<file path="config.mk">
export PLATFORM = sky130hd
export DESIGN_NAME = integer_divider_signed_unsigned
export DESIGN_NICKNAME = d
export VERILOG_FILES = /design/src/ids_pkg.sv /design/src/integer_divider_signed_unsigned.sv /design/src/ids_prep.sv /design/src/ids_core.sv
export SDC_FILE = /design/constraint.sdc
export NUM_CORES = 1
export LEC_CHECK = 0
export ABC_CLOCK_PERIOD_IN_PS = 5800
export BUFFER_PORTS_ARGS = -buffer_cell sky130_fd_sc_hd__buf_2
export CORE_UTILIZATION = 31
export CTS_BUF_LIST = sky130_fd_sc_hd__clkbuf_16
export CTS_CLUSTER_DIAMETER = 80
export CTS_CLUSTER_SIZE = 24
export DETAILED_ROUTE_END_ITERATION = 8
export PLACE_DENSITY_LB_ADDON = 0.12
export REMOVE_ABC_BUFFERS = 1
export SYNTH_ARGS = -nofsm -noshare
export SYNTH_HDL_FRONTEND = slang
export SYNTH_SLANG_ARGS = --single-unit
</file>
<file path="constraint.sdc">
create_clock -name clk_i -period 5.8 [get_ports clk_i]
set_input_delay 0.87 -clock clk_i [delete_from_list [all_inputs] [get_ports clk_i]]
set_output_delay 0.87 -clock clk_i [all_outputs]
set_load 0.01 [all_outputs]
</file>
<file path="src/ids_pkg.sv">
// ----------------------------------------------------------------------------
// Integer divider package
// Widths, operation kinds, state codes and the structs passed between units.
// ----------------------------------------------------------------------------
package ids_pkg;

  localparam int unsigned DataW = 64;
  localparam int unsigned HalfW = 32;
  localparam int unsigned CntW  = 6;

  localparam logic [CntW-1:0] TopWide   = 6'd63;
  localparam logic [CntW-1:0] TopNarrow = 6'd31;

  typedef enum logic [1:0] {
    KIND_U32 = 2'd0,
    KIND_S32 = 2'd1,
    KIND_U64 = 2'd2,
    KIND_S64 = 2'd3
  } kind_e;

  typedef enum logic [3:0] {
    ST_IDLE = 4'b0001,
    ST_LOAD = 4'b0010,
    ST_DIV  = 4'b0100,
    ST_FIX  = 4'b1000
  } state_e;

  typedef struct packed {
    logic             wide;
    logic             neg;
    logic             dz;
    logic [DataW-1:0] n;
    logic [DataW-1:0] d;
  } ids_op_t;

  typedef struct packed {
    logic start;
    logic wide;
  } core_ctrl_t;

  typedef struct packed {
    logic busy;
    logic done;
  } core_stat_t;

endpackage

</file>
<file path="src/integer_divider_signed_unsigned.sv">
// ----------------------------------------------------------------------------
// Integer divider, signed and unsigned, 32-bit and 64-bit
// Use: a slave stream beat carries the dividend (tdata bits 63:0), the
// divisor (tdata bits 127:64) and the kind in tuser: unsigned or signed,
// 32-bit or 64-bit. The master stream returns one beat per request with the
// quotient in tdata and the divide-by-zero flag in tuser.
// The quotient is found one bit per cycle, so the width of the operation
// sets the time: a request passes through one load step, 32 or 64
// shift-subtract steps, a hand-over through the core's done flag and one
// sign-fix step before the result beat. A zero divisor skips the
// shift-subtract steps and goes from the load step to the sign-fix step.
// One request is worked at a time; the next is taken in the cycle after the
// previous quotient enters the output register, so no new request is taken
// while one is in progress.
// Reset clears the control state and empties the output register.
// If the receiver stalls, the result beat is held unchanged, one further
// request may still be accepted and computed, and it then waits for the
// output register to free up.
// ----------------------------------------------------------------------------
module integer_divider_signed_unsigned (
  input  logic                          clk_i,
  input  logic                          rst_ni,
  input  logic                          s_axis_tvalid,
  output logic                          s_axis_tready,
  input  logic [2*ids_pkg::DataW-1:0]   s_axis_tdata,  // dividend, divisor
  input  logic [1:0]                    s_axis_tuser,  // kind
  output logic                          m_axis_tvalid,
  input  logic                          m_axis_tready,
  output logic [ids_pkg::DataW-1:0]     m_axis_tdata,  // quotient
  output logic [0:0]                    m_axis_tuser   // divide_by_zero
);
  import ids_pkg::*;

  state_e           state_q, state_d;
  ids_op_t          op;
  core_ctrl_t       core_ctrl;
  core_stat_t       core_stat;
  logic [DataW-1:0] core_q;
  logic             accept;
  logic             out_load;
  logic [DataW-1:0] fix_quot;
  logic             out_valid_q;
  logic [DataW-1:0] out_data_q;
  logic             out_dz_q;

  assign accept = s_axis_tvalid && s_axis_tready;

  ids_prep u_prep (
    .clk_i     (clk_i),
    .load_i    (accept),
    .kind_i    (kind_e'(s_axis_tuser)),
    .dividend_i(s_axis_tdata[DataW-1:0]),
    .divisor_i (s_axis_tdata[2*DataW-1:DataW]),
    .op_o      (op)
  );

  assign core_ctrl.start = (state_q == ST_LOAD) && !op.dz;
  assign core_ctrl.wide  = op.wide;

  ids_core u_core (
    .clk_i (clk_i),
    .rst_ni(rst_ni),
    .ctrl_i(core_ctrl),
    .n_i   (op.n),
    .d_i   (op.d),
    .stat_o(core_stat),
    .q_o   (core_q)
  );

  assign out_load = (state_q == ST_FIX) && (!out_valid_q || m_axis_tready);

  always_comb begin
    if (op.dz) begin
      fix_quot = op.wide ? {DataW{1'b1}} : {{(DataW-HalfW){1'b0}}, {HalfW{1'b1}}};
    end else begin
      fix_quot = op.neg ? (~core_q + 1'b1) : core_q;
      if (!op.wide) begin
        fix_quot[DataW-1:HalfW] = '0;
      end
    end
  end

  always_comb begin
    state_d = state_q;
    case (state_q)
      ST_IDLE: begin
        if (accept) state_d = ST_LOAD;
      end
      ST_LOAD: begin
        state_d = op.dz ? ST_FIX : ST_DIV;
      end
      ST_DIV: begin
        if (core_stat.done) state_d = ST_FIX;
      end
      ST_FIX: begin
        if (out_load) state_d = ST_IDLE;
      end
      default: begin
        state_d = ST_IDLE;
      end
    endcase
  end

  always_ff @(posedge clk_i or negedge rst_ni) begin
    if (!rst_ni) begin
      state_q     <= ST_IDLE;
      out_valid_q <= 1'b0;
    end else begin
      state_q <= state_d;
      if (out_load) begin
        out_valid_q <= 1'b1;
      end else if (m_axis_tready) begin
        out_valid_q <= 1'b0;
      end
    end
  end

  always_ff @(posedge clk_i) begin
    if (out_load) begin
      out_data_q <= fix_quot;
      out_dz_q   <= op.dz;
    end
  end

  assign s_axis_tready   = (state_q == ST_IDLE);
  assign m_axis_tvalid   = out_valid_q;
  assign m_axis_tdata    = out_data_q;
  assign m_axis_tuser[0] = out_dz_q;

endmodule

</file>
<file path="src/ids_prep.sv">
// ----------------------------------------------------------------------------
// Integer divider operand stage
// Registers an accepted beat as operand magnitudes with sign and zero flags.
// ----------------------------------------------------------------------------
module ids_prep (
  input  logic                    clk_i,
  input  logic                    load_i,
  input  ids_pkg::kind_e          kind_i,
  input  logic [ids_pkg::DataW-1:0] dividend_i,
  input  logic [ids_pkg::DataW-1:0] divisor_i,
  output ids_pkg::ids_op_t        op_o
);
  import ids_pkg::*;

  logic             wide;
  logic             sgn;
  logic [DataW-1:0] mask;
  logic [DataW-1:0] n_m;
  logic [DataW-1:0] d_m;
  logic             n_neg;
  logic             d_neg;
  ids_op_t          op_d;
  ids_op_t          op_q;

  always_comb begin
    wide  = (kind_i == KIND_U64) || (kind_i == KIND_S64);
    sgn   = (kind_i == KIND_S32) || (kind_i == KIND_S64);
    mask  = wide ? {DataW{1'b1}} : {{(DataW-HalfW){1'b0}}, {HalfW{1'b1}}};
    n_m   = dividend_i & mask;
    d_m   = divisor_i & mask;
    n_neg = sgn && (wide ? n_m[DataW-1] : n_m[HalfW-1]);
    d_neg = sgn && (wide ? d_m[DataW-1] : d_m[HalfW-1]);
    op_d.wide = wide;
    op_d.neg  = n_neg ^ d_neg;
    op_d.dz   = (d_m == '0);
    op_d.n    = n_neg ? ((~n_m + 1'b1) & mask) : n_m;
    op_d.d    = d_neg ? ((~d_m + 1'b1) & mask) : d_m;
  end

  always_ff @(posedge clk_i) begin
    if (load_i) begin
      op_q <= op_d;
    end
  end

  assign op_o = op_q;

endmodule

</file>
<file path="src/ids_core.sv">
// ----------------------------------------------------------------------------
// Integer divider shift-subtract core
// Restoring division, one quotient bit per cycle, most significant bit first.
// ----------------------------------------------------------------------------
module ids_core (
  input  logic                      clk_i,
  input  logic                      rst_ni,
  input  ids_pkg::core_ctrl_t       ctrl_i,
  input  logic [ids_pkg::DataW-1:0] n_i,
  input  logic [ids_pkg::DataW-1:0] d_i,
  output ids_pkg::core_stat_t       stat_o,
  output logic [ids_pkg::DataW-1:0] q_o
);
  import ids_pkg::*;

  logic [DataW-1:0] rem_q, rem_d;
  logic [DataW-1:0] acc_q, acc_d;
  logic [DataW-1:0] div_q, div_d;
  logic [CntW-1:0]  cnt_q, cnt_d;
  logic             busy_q, busy_d;
  logic             done_q, done_d;
  logic [DataW+1:0] diff;
  logic             take;

  // The dividend shifts out at the top while quotient bits shift in below.
  always_comb begin
    diff   = {1'b0, rem_q, acc_q[DataW-1]} - {2'b00, div_q};
    take   = !diff[DataW+1];
    rem_d  = rem_q;
    acc_d  = acc_q;
    div_d  = div_q;
    cnt_d  = cnt_q;
    busy_d = busy_q;
    done_d = 1'b0;
    if (ctrl_i.start) begin
      rem_d  = '0;
      acc_d  = ctrl_i.wide ? n_i : {n_i[HalfW-1:0], {(DataW-HalfW){1'b0}}};
      div_d  = d_i;
      cnt_d  = ctrl_i.wide ? TopWide : TopNarrow;
      busy_d = 1'b1;
    end else if (busy_q) begin
      rem_d = take ? diff[DataW-1:0] : {rem_q[DataW-2:0], acc_q[DataW-1]};
      acc_d = {acc_q[DataW-2:0], take};
      cnt_d = cnt_q - 1'b1;
      if (cnt_q == '0) begin
        busy_d = 1'b0;
        done_d = 1'b1;
      end
    end
  end

  always_ff @(posedge clk_i or negedge rst_ni) begin
    if (!rst_ni) begin
      busy_q <= 1'b0;
      done_q <= 1'b0;
      cnt_q  <= '0;
    end else begin
      busy_q <= busy_d;
      done_q <= done_d;
      cnt_q  <= cnt_d;
    end
  end

  always_ff @(posedge clk_i) begin
    rem_q <= rem_d;
    acc_q <= acc_d;
    div_q <= div_d;
  end

  assign stat_o.busy = busy_q;
  assign stat_o.done = done_q;
  assign q_o         = acc_q;

endmodule

</file>
Yosys cells after proc, flatten, opt, wreduce, memory -nomap -nowiden. Cells that the tools add are included.

Flip-flop bits (word level): 401. Bits of input ports: 134. Output and inout bits: 67. Logic and storage cells: 83.

Add/subtract/negate cells: 5. Equal/unequal tests: 10. Multiplexer cells: 29. Bitwise logic cells: 8. Reduce and logical (&&, ||, !) cells: 16.

Operator list (number): $mux 64 (10); $and 64x64->64 (4); $add 64x1->64 const B (3); $not 64->64 (3); $sub 65x64->66 (1); $logic_not 64->1 (1); $mux 32 (1); $mux 6 (3); $mux 4 (4); $pmux 4 s4 (1); $mux 1 (10); $logic_not 6->1 (1); $sub 6x1->6 const B (1); $logic_and 1x1->1 (5); $eq 2x2->1 const B (2); $eq 4x1->1 const B (1); $eq 4x2->1 const B (1); $eq 4x3->1 const B (1); $eq 4x4->1 const B (1); $ne 2x1->1 const B (2); $reduce_bool 2->1 (2); $logic_not 1->1 (3); $logic_or 1x1->1 (3); $reduce_and 3->1 (1); other kinds (3) (3).

Logic depth before layout (Yosys ltp). Gate-level depths: netlist of run 1.

Depth in word-level cells: 8. Mapped depth: 14. Mapped depth without buffers: 13.

Hierarchy. From an unflattened synthesis of run 1, not the netlist that was laid out.

Cells, all modules: 2555. Area, all modules: 24383.4 sq um.

Modules (own cells, without submodules): ids_core (times used 1, cells each 1366, area an instance 12361.9 sq um, seq. area each 5325.1 sq um); ids_prep (times used 1, cells each 706, area an instance 7449.6 sq um, seq. area each 3933.8 sq um); integer_divider_signed_unsigned (times used 1, cells each 483, area an instance 4571.9 sq um, seq. area each 2078.2 sq um).

Worst setup path before layout of run 1. OpenSTA, ideal clock, no wires.

Kind: flip-flop to flip-flop. From: register state_q[1]. To: register u_prep.op_q, in the netlist u_prep.op_o[0], enable pin. Library setup time: 505 ps. Arrival time: 4291 ps. Data required time: 5295 ps. Slack: 1004 ps. Stages on the path, launching flop included: 4. Path buffers: 1. Period minus slack after synthesis: 4796 ps. Path through: dfrtp_1 > clkbuf_1 > nor4b_1 > and2_1.

Word-level cells in the longest chain between the ends: 2.

Ends and longest elaborated chain: from (decl) (line integer_divider_signed_unsigned.sv:34) `state_e state_q, state_d;`; from (signal assigned) (line integer_divider_signed_unsigned.sv:109) `state_q <= state_d;`; $eq 4x1->1 (line integer_divider_signed_unsigned.sv:125) `assign s_axis_tready = (state_q == ST_IDLE);`; net s_axis_tready (line integer_divider_signed_unsigned.sv:24) `output logic s_axis_tready,`; $logic_and 1x1->1 (line integer_divider_signed_unsigned.sv:46) `assign accept = s_axis_tvalid && s_axis_tready;`; net accept (line integer_divider_signed_unsigned.sv:39) `logic accept;`; to (signal assigned) (line ids_prep.sv:42) `op_q <= op_d;`; to (decl) (line ids_prep.sv:23) `ids_op_t op_q;`.

The timed path passes the listed nets, and every way through them passes these cells. A chain may end at the register's enable or synchronous reset.

Final worst setup path of run 1.
From: register u_core.acc_q[9] (netlist: u_core.q_o[9]). To: register out_data_q[59] (netlist: m_axis_tdata[59]), data pin.

Word-level cells in the longest chain between the ends: 5.

Ends and longest elaborated chain: from (decl) (line ids_core.sv:17) `logic [DataW-1:0] acc_q, acc_d;`; from (signal assigned) (line ids_core.sv:66) `acc_q <= acc_d;`; $not 64->64 (line integer_divider_signed_unsigned.sv:76) `fix_quot = op.neg ? (~core_q + 1'b1) : core_q;`; $add 64x1->64 (line integer_divider_signed_unsigned.sv:76); $mux 64 (line integer_divider_signed_unsigned.sv:76); $mux 32 (line integer_divider_signed_unsigned.sv:77) `if (!op.wide) begin`; $mux 64 (line integer_divider_signed_unsigned.sv:73) `if (op.dz) begin`; net fix_quot[59] (line integer_divider_signed_unsigned.sv:41) `logic [DataW-1:0] fix_quot;`; to (signal assigned) (line integer_divider_signed_unsigned.sv:120) `out_data_q <= fix_quot;`; to (decl) (line integer_divider_signed_unsigned.sv:43) `logic [DataW-1:0] out_data_q;`.

The timed path passes the listed nets, and every way through them passes these cells.

==> results of run 1 <==
## path summary, 6_finish.rpt
kind | start | to | slack (ns) | depth (start not counted)
min | rst_ni | u_core.done_q | 0.13 | 1
max | u_core.q_o[9] | m_axis_tdata[59] | 1.65 | 10
min in group clk_i | u_prep.op_o[6] | u_core.div_q[6] | 0.41 | 0
min reg2reg | u_prep.op_o[6] | u_core.div_q[6] | 0.41 | 0
max reg2reg | u_core.q_o[9] | m_axis_tdata[59] | 1.65 | 10
max in group asynchronous | rst_ni | state_q[0] | 5.37 | 1
## logic make-up after synthesis
family                     synth area share
DFF                                  0.4861
adders and majority gates           0.03787
xor gates and xnor gates            0.08487
and+or+nand+nor                      0.1555
AOI/OAI and AO/OA                    0.1665
muxes                               0.03149
buffers and inverters               0.03777
## synthesized netlist by cell type (29+ instances only)
cell	instances	area, sq um
dfxtp_1	64	1281
nor3_1	35	175.2
o31ai_1	42	315.3
mux2i_1	70	700.7
a21boi_0	40	300.3
nor2_1	126	473.0
or3_1	40	250.2
a21oi_1	176	880.8
o21ai_0	211	1056
edfxtp_1	324	9729
nand2_1	259	972.2
xnor2_1	92	805.8
clkbuf_1	115	431.7
ha_1	69	863.3
inv_1	107	401.6
a31oi_1	29	181.4
and2_1	61	381.6
nand4_1	32	200.2
xor2_1	134	1174
nand3_1	53	265.3
## placed cells by master, fill, tap and decap left out, drive strengths merged, types with 42 or more instances in the layout
cell / instances
a21boi: 45
a21oi: 176
and2: 61
buf: 224
dfxtp: 64
edfxtp: 324
ha: 69
inv: 120
mux2i: 70
nand2: 259
nand3: 53
nor2: 126
o21ai: 216
o31ai: 42
or3: 44
xnor2: 92
xor2: 134
## where the power goes
group          leakage [nW]  total (mW)  switching (mW)  internal [mW]
clock network         0.542        2.41            1.24           1.17
registers              3.75        5.13           0.719           4.42
logic                  5.97        5.95            3.63           2.33
## flip-flops by register name, summed over array words and instances (netlist names)
signal / count
u_core.cnt_q: 6
u_core.q_o: 64
u_core.div_q: 64
u_core.done_q: 1
m_axis_tvalid: 1
u_core.busy_q: 1
state_q: 4
m_axis_tdata: 64
u_prep.op_o: 131
u_core.rem_q: 64
m_axis_tuser: 1
## area by class of cell
class | instances | area (sq um) | share of cell area
Tap cell | 969 | 1212 | 0.04589
Clock buffer | 32 | 800.8 | 0.03031
Sequential cell | 401 | 11340 | 0.4293
Multi-Input combinational cell | 1742 | 11140 | 0.4217
Inverter | 108 | 407.9 | 0.01544
Clock inverter | 24 | 322.8 | 0.01222
Timing Repair Buffer | 224 | 1194 | 0.04518
## per-stage QoR
step | worst slack (ns) | TNS, ns
2_1_floorplan | -0.2637 | -9.084
3_3_place_gp | 1.286 | 0
3_5_place_dp | 1.188 | 0
4_1_cts | 1.609 | 0
5_1_grt | 1.359 | 0
6_report | 1.649 | 0
## per-layer routing
| metal | global-route usage | vias to the layer above | share of wire |
|---|---|---|---|
| li1 | - | 8901 | - |
| met1 | 0.2319 | 8729 | 0.45 |
| met2 | 0.3072 | 400 | 0.49 |
| met3 | 0.01572 | 87 | 0.036 |
| met4 | 0.05186 | 0 | 0.027 |
| met5 | 0 | - | 0 |
==> key figures, run 1 <==
Die
  • Std cell rows: 100
  • I/O pin cnt: 201
  • Initial Util: 0.3133
  • Chip height: ~280 microns
  • Chip width: 276.3 microns
  • Area of the core: 74450 sq um
  • Total Die Area: 76340 sq um

Worst setup path
  • Crit path top cell by count: nand2_1
  • Critical path buffers and inverters: 0
  • Critical path type: register to register
  • WP data arrival: 4.48 ns
  • Crit-path max cell delay: 0.65 ns
  • Crit-path cells: or3_1 > nor4_1 > nand4_1 > or4_4 > or3_4 > nor3_4 > nand2_1 > nand2_1 > xor2_1 > a21boi_1
  • Crit end category: register
  • Worst Setup Start Kind: register
  • Crit Path Max Fanout: 7
  • Critical path's slowest cell: nor4_1
  • CP required: 6.13 ns
  • CP delay by family, top: simple AND/OR/NAND/NOR gates

Synthesis
  • EDFF count, synth: roughly 320
  • Post-synth top flop: edfxtp_1
  • Asr flop ratio synth: 0.03242
  • Seq/Total Area, Yosys: 0.4861
  • Yosys reg bits: 401
  • Distinct cells, synth: just under 80
  • Cell area after synthesis: 23320 sq um
  • Gate Count Post-Synth: 2376
  • Syn avg cell area: 9.816 sq um
  • Yosys synthesis warning count: 0

Timing
  • Slew @ Worst Pin: 1.256 ns
  • Final setup vio count: 0
  • Slew Viols, Final: 0
  • Final period util: 0.7156
  • Worst hold margin: 0.1341 ns
  • Clock Skews: 0.03996 ns
  • Final Hold Viols: 0
  • Relative slew margins: 0.1610
  • Max frequency: approximately 240 MHz
  • Min Tclk post-route: approximately 4.2 ns
  • RSZ-0062 raised after global routing: false

Placed design
  • Total placed cells including tap cells: 3444
  • Port bufs: 200
  • Final HPWL DP: a little over 50000 microns
  • Routability cong.: 0.9070
  • Post-Place Cell Area: 25300 sq um

Layout
  • Fin nets: 2711
  • # fillers: 7533
  • Fin area: between 20000 and 30000 sq um
  • Post-Route Utilization: 0.3549
  • Layout Cells excl Fill: 3500
  • Share of cells above drive strength 1: 0.1237
  • Synth-to-layout area growth: 13.27%
  • Ant. Diodes: 0

Global routing
  • Total GRT Usage: 0.1764
  • Gr ovfl total: 0
  • Pin count of the biggest net entering global routing: 85
  • First-pass GRT wire length: 106000 microns
  • Vias in the first global route: 17810
  • Initial antenna violation count: 1

Clock tree
  • H-tree lvl count: 1
  • Clock transition at the registers of the reported paths: 0.09 ns
  • Postcts setup bufs: 0
  • Cts hold-fix bufs: 0
  • Num CTS Buffers: 30
  • Clock latency on the worst-skew pair: around 0.63 ns
  • Clk buf depth: 3
  • CTS tree: done
  • Post_cts resized: 0
  • CTS Root Cell: clkbuf_16
  • Sink Count: between 400 and 500

Detailed routing
  • Vias per Instance: 5.176
  • Initial DRC count: 1145
  • Via count: between 15000 and 20000
  • DRC viols: 0
  • DRT Pass-1 Iters: 6
  • Final ANT Viol Nets: 0
  • DR WL/cell: 19.70 microns
  • Total Wirelength: 68950 microns

Min path
  • Hold Crit Class: primary input to async pin

Outcome
  • Outcome: finished, final reports clean

Run
  • Max cap viols: 0

Power and ir drop
  • Tot Pwr: 13.49 mW
  • Pleak: slightly above 10 nW
  • Peak VDD IR: 222.9 uV
  • Pwr Density: 510.8 nW/um^2
(Power assumes the default switching activity.)
==> inputs of run 2 (changes only) <==
--- a/config.mk
+++ b/config.mk
@@ -5,7 +5,8 @@
 export SDC_FILE = /design/constraint.sdc
 export NUM_CORES = 1
 export LEC_CHECK = 0
-export ABC_CLOCK_PERIOD_IN_PS = 5800
+export ABC_AREA = 1
+export ABC_CLOCK_PERIOD_IN_PS = 3500
 export BUFFER_PORTS_ARGS = -buffer_cell sky130_fd_sc_hd__buf_2
 export CORE_UTILIZATION = 31
 export CTS_BUF_LIST = sky130_fd_sc_hd__clkbuf_16
==> constraint.sdc (replaced) <==
create_clock -name clk_i -period 3.5 [get_ports clk_i]
set_input_delay 0.525 -clock clk_i [delete_from_list [all_inputs] [get_ports clk_i]]
set_output_delay 0.525 -clock clk_i [all_outputs]
set_load 0.01 [all_outputs]
==> run 2 against run 1 <==
Register-to-register slack got worse by 1.1 ns. Sequential power is 55% higher. Die area rose by 20%. First-iteration DRC count rose by 110%. Highest routed layer is now met5.
==> key figures, run 2 <==
Outcome
  • Outcome: finished, final reports clean (unchanged)

Detailed routing
  • Final ANT Viol Nets: 0 (unchanged)
  • Total Wirelength: 102200 microns (was 68950 microns)
  • Initial DRC count: 2443 (was 1145)
  • Vias per Instance: 4.876 (was 5.176)
  • DR WL/cell: 19.18 microns (was 19.70 microns)
  • DRC viols: 0 (unchanged)
  • DRT Pass-1 Iters: 6 (unchanged)
  • Via count: 25980 (was 18120)

Clock tree
  • Clock transition at the registers of the reported paths: 0.09 ns (about the same)
  • Clk buf depth: 3 (unchanged)
  • Post_cts resized: 0 (unchanged)
  • Clock latency on the worst-skew pair: 0.66 ns (was 0.63 ns)
  • Cts hold-fix bufs: 1 (was 0)
  • CTS Root Cell: clkbuf_16 (unchanged)
  • CTS tree: done (unchanged)
  • Sink Count: 401 (unchanged)
  • Num CTS Buffers: 30 (unchanged)
  • Postcts setup bufs: 0 (unchanged)
  • H-tree lvl count: 1 (unchanged)

Timing
  • RSZ-0062 raised after global routing: false (unchanged)
  • Relative slew margins: 0.3314 (was 0.1610)
  • Final setup vio count: 0 (unchanged)
  • Worst hold margin: 0.1081 ns (was 0.1341 ns)
  • Final Hold Viols: 0 (unchanged)
  • Slew @ Worst Pin: 1.001 ns (was 1.256 ns)
  • Setup TNS: 0 ns (unchanged)
  • Max frequency: 339.2 MHz (was 240.9 MHz)
  • Min Tclk post-route: 2.948 ns (was 4.151 ns)
  • Final setup margin: 0.5515 ns (was 1.649 ns)
  • Slew Viols, Final: 0 (unchanged)
  • Final period util: 0.8424 (was 0.7156)
  • Clock Skews: 0.03566 ns (was 0.03996 ns)

Synthesis
  • Yosys reg bits: 401 (unchanged)
  • Synth top cells by count: nand2_1, inv_1, nor2_1 (was edfxtp_1, nand2_1, o21ai_0)
  • Area share of the largest cell type after synthesis: 0.3458 (was 0.4171)
  • Dominant cell by count in the synthesized netlist: nand2_1 (was edfxtp_1)
  • Seq/Total Area, Yosys: 0.4029 (was 0.4861)
  • Cell taking the most area after synthesis: edfxtp_1 (unchanged)
  • Asr flop ratio synth: 0.03242 (unchanged)
  • Post-synth top flop: edfxtp_1 (unchanged)
  • Cell area after synthesis: 28140 sq um (was 23320 sq um)
  • Distinct cells, synth: 55 (was 77)
  • Gate Count Post-Synth: 3970 (was 2376)
  • EDFF count, synth: 324 (unchanged)
  • Syn avg cell area: 7.088 sq um (was 9.816 sq um)
  • Yosys synthesis warning count: 0 (unchanged)
  • Top cells by area, synth: edfxtp_1, nand2_1, inv_1 (was edfxtp_1, dfxtp_1, xor2_1)

Worst setup path
  • Critical path's slowest cell: edfxtp_1 (was nor4_1)
  • R2R setup slack: 0.55 ns (was 1.65 ns)
  • Critical path buffers and inverters: 1 (was 0)
  • Crit-path max cell delay: 0.51 ns (was 0.65 ns)
  • WP data arrival: 3.48 ns (was 4.48 ns)
  • Worst r2r src: u_core.div_q[0] (was u_core.q_o[9])
  • Critical path type: register to register (unchanged)
  • CP Depth: 16 (was 10)
  • Worst Setup Start Kind: register (unchanged)
  • CP required: 4.03 ns (was 6.13 ns)
  • Worst reg-to-reg path cell count: 16 (was 10)
  • Crit path top cell by count: nand2_1 (unchanged)
  • Crit path to: u_core.rem_q[40] (was m_axis_tdata[59])
  • Crit end category: register (unchanged)
  • CP delay by family, top: simple AND/OR/NAND/NOR gates (unchanged)
  • Crit-path cells: ha_1 > fa_1 > inv_1 > nand3_1 > nand2_1 > nand2_1 > nand2_1 > nand2_1 > nand3b_1 > nand2_1 > nand2_1 > nand2_1 > nand2_1 > nand2_1 > nand3_1 > nand2_1 (was or3_1 > nor4_1 > nand4_1 > or4_4 > or3_4 > nor3_4 > nand2_1 > nand2_1 > xor2_1 > a21boi_1)
  • Crit. Startpoint: u_core.div_q[0] (was u_core.q_o[9])
  • R2R Path End: u_core.rem_q[40] (was m_axis_tdata[59])
  • Crit Path Max Fanout: 4 (was 7)

Min path
  • Hold path start: s_axis_tdata[0]
  • Hold Crit Class: primary input to register (was primary input to async pin)

Placed design
  • Port bufs: 200 (unchanged)
  • Final HPWL DP: 81910 microns (was 50610 microns)
  • Routability cong.: 0.9448 (was 0.9070)
  • Pre-CTS setup slack: 0.6807 ns (was 1.188 ns)

Die
  • Total Die Area: 91980 sq um (was 76340 sq um)
  • Chip height: 303.3 microns (was 276.3 microns)
  • Std cell rows: 110 (was 100)
  • I/O pin cnt: 201 (unchanged)
  • Area of the core: 90010 sq um (was 74450 sq um)
  • Chip width: 303.3 microns (was 276.3 microns)
  • Initial Util: 0.3126 (was 0.3133)

Power and ir drop
  • Tot Pwr: 21.62 mW (was 13.49 mW)
  • Pwr Density: 684.3 nW/um^2 (was 510.8 nW/um^2)
  • Pleak: 14.44 nW (was 10.25 nW)
  • Peak VDD IR: 357.7 uV (was 222.9 uV)

Layout
  • Ant. Diodes: 0 (unchanged)
  • Synth-to-layout area growth: 12.30% (was 13.27%)
  • # fillers: 9877 (was 7533)
  • Largest register FFs: 131 (unchanged)
  • Fin nets: 4332 (was 2711)
  • Most common cell after layout, fill and taps aside: nand2_1 (was edfxtp_1)
  • Commonest cells after routing, fill and taps aside: nand2_1, inv_1, nor2_1 (was edfxtp_1, nand2_1, o21ai_0)
  • Share of cells above drive strength 1: 0.09128 (was 0.1237)

Global routing
  • Total GRT Usage: 0.2199 (was 0.1764)
  • M1 GR Usage: 0.3431 (was 0.2319)
  • Gr ovfl total: 0 (unchanged)
  • Pin count of the biggest net entering global routing: 160 (was 85)
  • Met2 Usage GRT: 0.3266 (was 0.3072)
  • Initial antenna violation count: 7 (was 1)
  • First-pass GRT wire length: 152000 microns (was 106000 microns)
  • Top Usage Layer GRT: met1 (was met2)
  • Met3 GRT Util: 0.02106 (was 0.01572)
  • Vias in the first global route: 24300 (was 17810)

Run
  • Max cap viols: 0 (unchanged)
## run 2: worst min path at each step
| stage | end | slack [ns] | depth (start not counted) |
|---|---|---|---|
| floorplan | m_axis_tvalid | 0.23 | 0 |
| global placement | u_core.div_q[63] | 0.40 | 0 |
| detailed placement | u_core.div_q[6] | 0.40 | 0 |
| finish | u_prep.op_o[64] | 0.11 | 1 |
| global route | u_prep.op_o[64] | 0.08 | 1 |
| CTS | u_prep.op_o[64] | 0.07 | 1 |
## run 2: layer usage
layer  vias to the layer above  wire length [microns]
li1                      13070                      -
met1                     12050                  51700
met2                       779                  42750
met3                        82                   6004
met4                         2                   1731
met5                         -                     13
## run 2: metrics by stage
stage,cell area [sq um],std cells,utilization
after floorplan,27530,3861,-
after global placement,30450,5271,0.3383
after detailed placement,30450,5271,0.3383
after CTS,31600,5328,0.3511
after global routing,31600,5328,0.3511
final,31600,5328,0.3511
## run 2: where the power goes
group | switching, mW | internal (mW)
logic | 6.66 | 2.97
registers | 0.907 | 7.06
clock network | 2.19 | 1.84
## run 2: layout make-up
cell class	instances	area (sq um)	area share
Timing Repair Buffer	235	1431	0.04530
Multi-Input combinational cell	2788	13700	0.4335
Tap cell	1176	1471	0.04656
Clock buffer	32	800.8	0.02534
Clock inverter	24	339.1	0.01073
Inverter	672	2522	0.07983
Sequential cell	401	11340	0.3588
## run 2: cell families after synthesis
logic type,count (synthesis),share of synthesized area
buffers and inverters,781,0.1113
AO/OA/AOI/OAI,449,0.08716
flip-flops,401,0.4029
AND/OR/NAND/NOR,2141,0.3274
adder cells (fa/ha/maj),70,0.03139
XOR/XNOR,128,0.03984
==> inputs of run 3 (changes only) <==
--- a/config.mk
+++ b/config.mk
@@ -6,7 +6,7 @@
 export NUM_CORES = 1
 export LEC_CHECK = 0
 export ABC_AREA = 1
-export ABC_CLOCK_PERIOD_IN_PS = 3500
+export ABC_CLOCK_PERIOD_IN_PS = 2410
 export BUFFER_PORTS_ARGS = -buffer_cell sky130_fd_sc_hd__buf_2
 export CORE_UTILIZATION = 31
 export CTS_BUF_LIST = sky130_fd_sc_hd__clkbuf_16
==> constraint.sdc (replaced) <==
create_clock -name clk_i -period 2.41 [get_ports clk_i]
set_input_delay 0.3615 -clock clk_i [delete_from_list [all_inputs] [get_ports clk_i]]
set_output_delay 0.3615 -clock clk_i [all_outputs]
set_load 0.01 [all_outputs]
==> run 3 against run 2 <==
Largest power group unchanged. Setup slack got worse by 0.61 ns. Highest routed layer is now met4. Maximum frequency rose by 20%. Die area did not move. The flow now finishes with violations (negative setup slack). Clock power rose by 42%. Register-to-register slack got worse by 0.61 ns. Combinational power rose by 87%.
==> key figures, run 3 (synthesized netlist as in run 2, its figures left out) <==
Layout
  • Largest register FFs: 131 (unchanged)
  • Commonest cells after routing, fill and taps aside: nand2_1, inv_1, nor2_1 (unchanged)
  • # fillers: 9648 (was 9877)
  • Post-Route Utilization: 0.3972 (was 0.3511)
  • Share of cells above drive strength 1: 0.2188 (was 0.09128)
  • Synth-to-layout area growth: 27.06% (was 12.30%)
  • Fin nets: 4691 (was 4332)
  • Layout Cells excl Fill: 5687 (was 5328)
  • Most common cell after layout, fill and taps aside: nand2_1 (unchanged)
  • Ant. Diodes: 0 (unchanged)

Detailed routing
  • Vias per Instance: 4.824 (was 4.876)
  • DRT Pass-1 Iters: 5 (was 6)
  • Initial DRC count: 2198 (was 2443)
  • Via count: 27430 (was 25980)
  • DRC viols: 0 (unchanged)
  • Final ANT Viol Nets: 0 (unchanged)
  • Total Wirelength: 106800 microns (was 102200 microns)
  • DR WL/cell: 18.78 microns (was 19.18 microns)

Timing
  • Final setup margin: -0.05381 ns (was 0.5515 ns)
  • Final Hold Viols: 0 (unchanged)
  • Final period util: 1.022 (was 0.8424)
  • Relative slew margins: 0.5901 (was 0.3314)
  • Min Tclk post-route: 2.464 ns (was 2.948 ns)
  • Clock Skews: 0.02616 ns (was 0.03566 ns)
  • Max frequency: 405.9 MHz (was 339.2 MHz)
  • Worst hold margin: 0.04892 ns (was 0.1081 ns)
  • RSZ-0062 raised after global routing: true (was false)
  • Setup TNS: -0.5491 ns (was 0 ns)
  • Final setup vio count: 18 (was 0)
  • Slew @ Worst Pin: 0.6142 ns (was 1.001 ns)
  • Slew Viols, Final: 0 (unchanged)

Clock tree
  • H-tree lvl count: 1 (unchanged)
  • Num CTS Buffers: 30 (unchanged)
  • Clock latency on the worst-skew pair: 0.65 ns (was 0.66 ns)
  • CTS Root Cell: clkbuf_16 (unchanged)
  • Sink Count: 401 (unchanged)
  • Clock transition at the registers of the reported paths: 0.10 ns (was 0.09 ns)
  • Clk buf depth: 3 (unchanged)
  • CTS tree: done (unchanged)

Worst setup path
  • Crit Path Max Fanout: 8 (was 4)
  • Crit-path max cell delay: 0.41 ns (was 0.51 ns)
  • Worst Setup Start Kind: register (unchanged)
  • CP required: 2.80 ns (was 4.03 ns)
  • Critical path type: register to register (unchanged)
  • R2R setup slack: -0.05 ns (was 0.55 ns)
  • Crit-path cells: inv_2 > ha_4 > a21oi_4 > nor2_1 > nor2_1 > inv_1 > a21oi_2 > nand2_2 > nor2_4 > nand2_4 > buf_12 > buf_12 > nand2_1 > o21ai_1 (was ha_1 > fa_1 > inv_1 > nand3_1 > nand2_1 > nand2_1 > nand2_1 > nand2_1 > nand3b_1 > nand2_1 > nand2_1 > nand2_1 > nand2_1 > nand2_1 > nand3_1 > nand2_1)
  • WP data arrival: 2.85 ns (was 3.48 ns)
  • Crit end category: register (unchanged)
  • Critical path's slowest cell: edfxtp_1 (unchanged)

Global routing
  • Vias in the first global route: 25380 (was 24300)
  • First-pass GRT wire length: 157400 microns (was 152000 microns)
  • Pin count of the biggest net entering global routing: 77 (was 160)
  • Initial antenna violation count: 2 (was 7)
  • Total GRT Usage: 0.2278 (was 0.2199)
  • Gr ovfl total: 0 (unchanged)

Min path
  • Hold Crit Class: primary input to register (unchanged)

Die
  • Chip width: 303.3 microns (unchanged)
  • Area of the core: 90010 sq um (unchanged)
  • Chip height: 303.3 microns (unchanged)
  • Initial Util: 0.3126 (unchanged)
  • Std cell rows: 110 (unchanged)
  • I/O pin cnt: 201 (unchanged)
  • Total Die Area: 91980 sq um (unchanged)

Outcome
  • Outcome: finished, violations left (was finished, final reports clean)
  • Violations in the final reports: negative setup slack

Placed design
  • Total placed cells including tap cells: 5599 (was 5271)
  • Pre-CTS setup slack: -0.2434 ns (was 0.6807 ns)
  • Port bufs: 200 (unchanged)
  • Routability cong.: 0.9636 (was 0.9448)
  • Final HPWL DP: 87050 microns (was 81910 microns)

Power and ir drop
  • Peak VDD IR: 724.7 uV (was 357.7 uV)
  • Pleak: 16.35 nW (was 14.44 nW)
  • Pwr Density: 991.3 nW/um^2 (was 684.3 nW/um^2)

Run
  • Max cap viols: 0 (unchanged)
## run 3: cell type report
type	count	area, sq um	share of cell area
Clock buffer	30	750.7	0.02100
Timing Repair Buffer	594	4345	0.1215
Sequential cell	401	11340	0.3171
Multi-Input combinational cell	2788	14950	0.4181
Tap cell	1176	1471	0.04116
Inverter	672	2525	0.07062
Clock inverter	26	372.9	0.01043
## run 3: layer usage
metal / routed length [microns] / up-vias / GRT usage
met1: 54150 / 12800 / 0.3552
met3: 6156 / 96 / 0.02649
li1: - / 13800 / -
met5: 0 / - / 0
met2: 44310 / 734 / 0.3330
met4: 2205 / 0 / 0.04618
## run 3: power by group
| part | total [mW] | internal, mW | switching, mW |
|---|---|---|---|
| sequential | 11.7 | 10.2 | 1.42 |
| clock | 5.74 | 2.62 | 3.12 |
| combinational | 18.0 | 6.97 | 11.1 |
| total | 35.4 | 19.8 | 15.6 |
## run 3: stage by stage
| step | total power [mW] | area [sq um] |
|---|---|---|
| 5_1_grt | 37.81 | 35750 |
| 2_1_floorplan | 18.02 | 27530 |
| 3_5_place_dp | 27.83 | 33010 |
| 6_report | 35.44 | 35750 |
| 3_3_place_gp | 27.84 | 33010 |
| 4_1_cts | 34.31 | 34760 |
## run 3: final timing paths
check                            startpoint          endpoint  depth (start not counted)
min in group asynchronous            rst_ni   u_core.cnt_q[0]                          2
hold reg to reg             u_prep.op_o[26]  u_core.div_q[26]                          0
hold / removal             s_axis_tdata[11]   u_prep.op_o[75]                          2
setup / recovery           u_core.div_q[58]     u_core.q_o[0]                         14
max in group asynchronous            rst_ni        state_q[0]                          2
setup reg to reg           u_core.div_q[58]     u_core.q_o[0]                         14
## run 3: critical path: cells and delay by family (launching register included)
| family | cells | cell delay, ns |
|---|---|---|
| AO/OA/AOI/OAI | 3 | 0.38 |
| AND/OR/NAND/NOR | 6 | 0.71 |
| flip-flops | 1 | 0.41 |
| adder cells (fa/ha/maj) | 1 | 0.22 |
| buffers and inverters | 4 | 0.48 |
## run 3: timing repair
item / CTS / global route
pin swaps: 19 / 63
endpoints found under the setup margin: 66 / 93
setup buffers: 15 / 16
resized for setup: 87 / 231
hold buffers: 4 / 0
hold endpoints to repair: 16 / 0
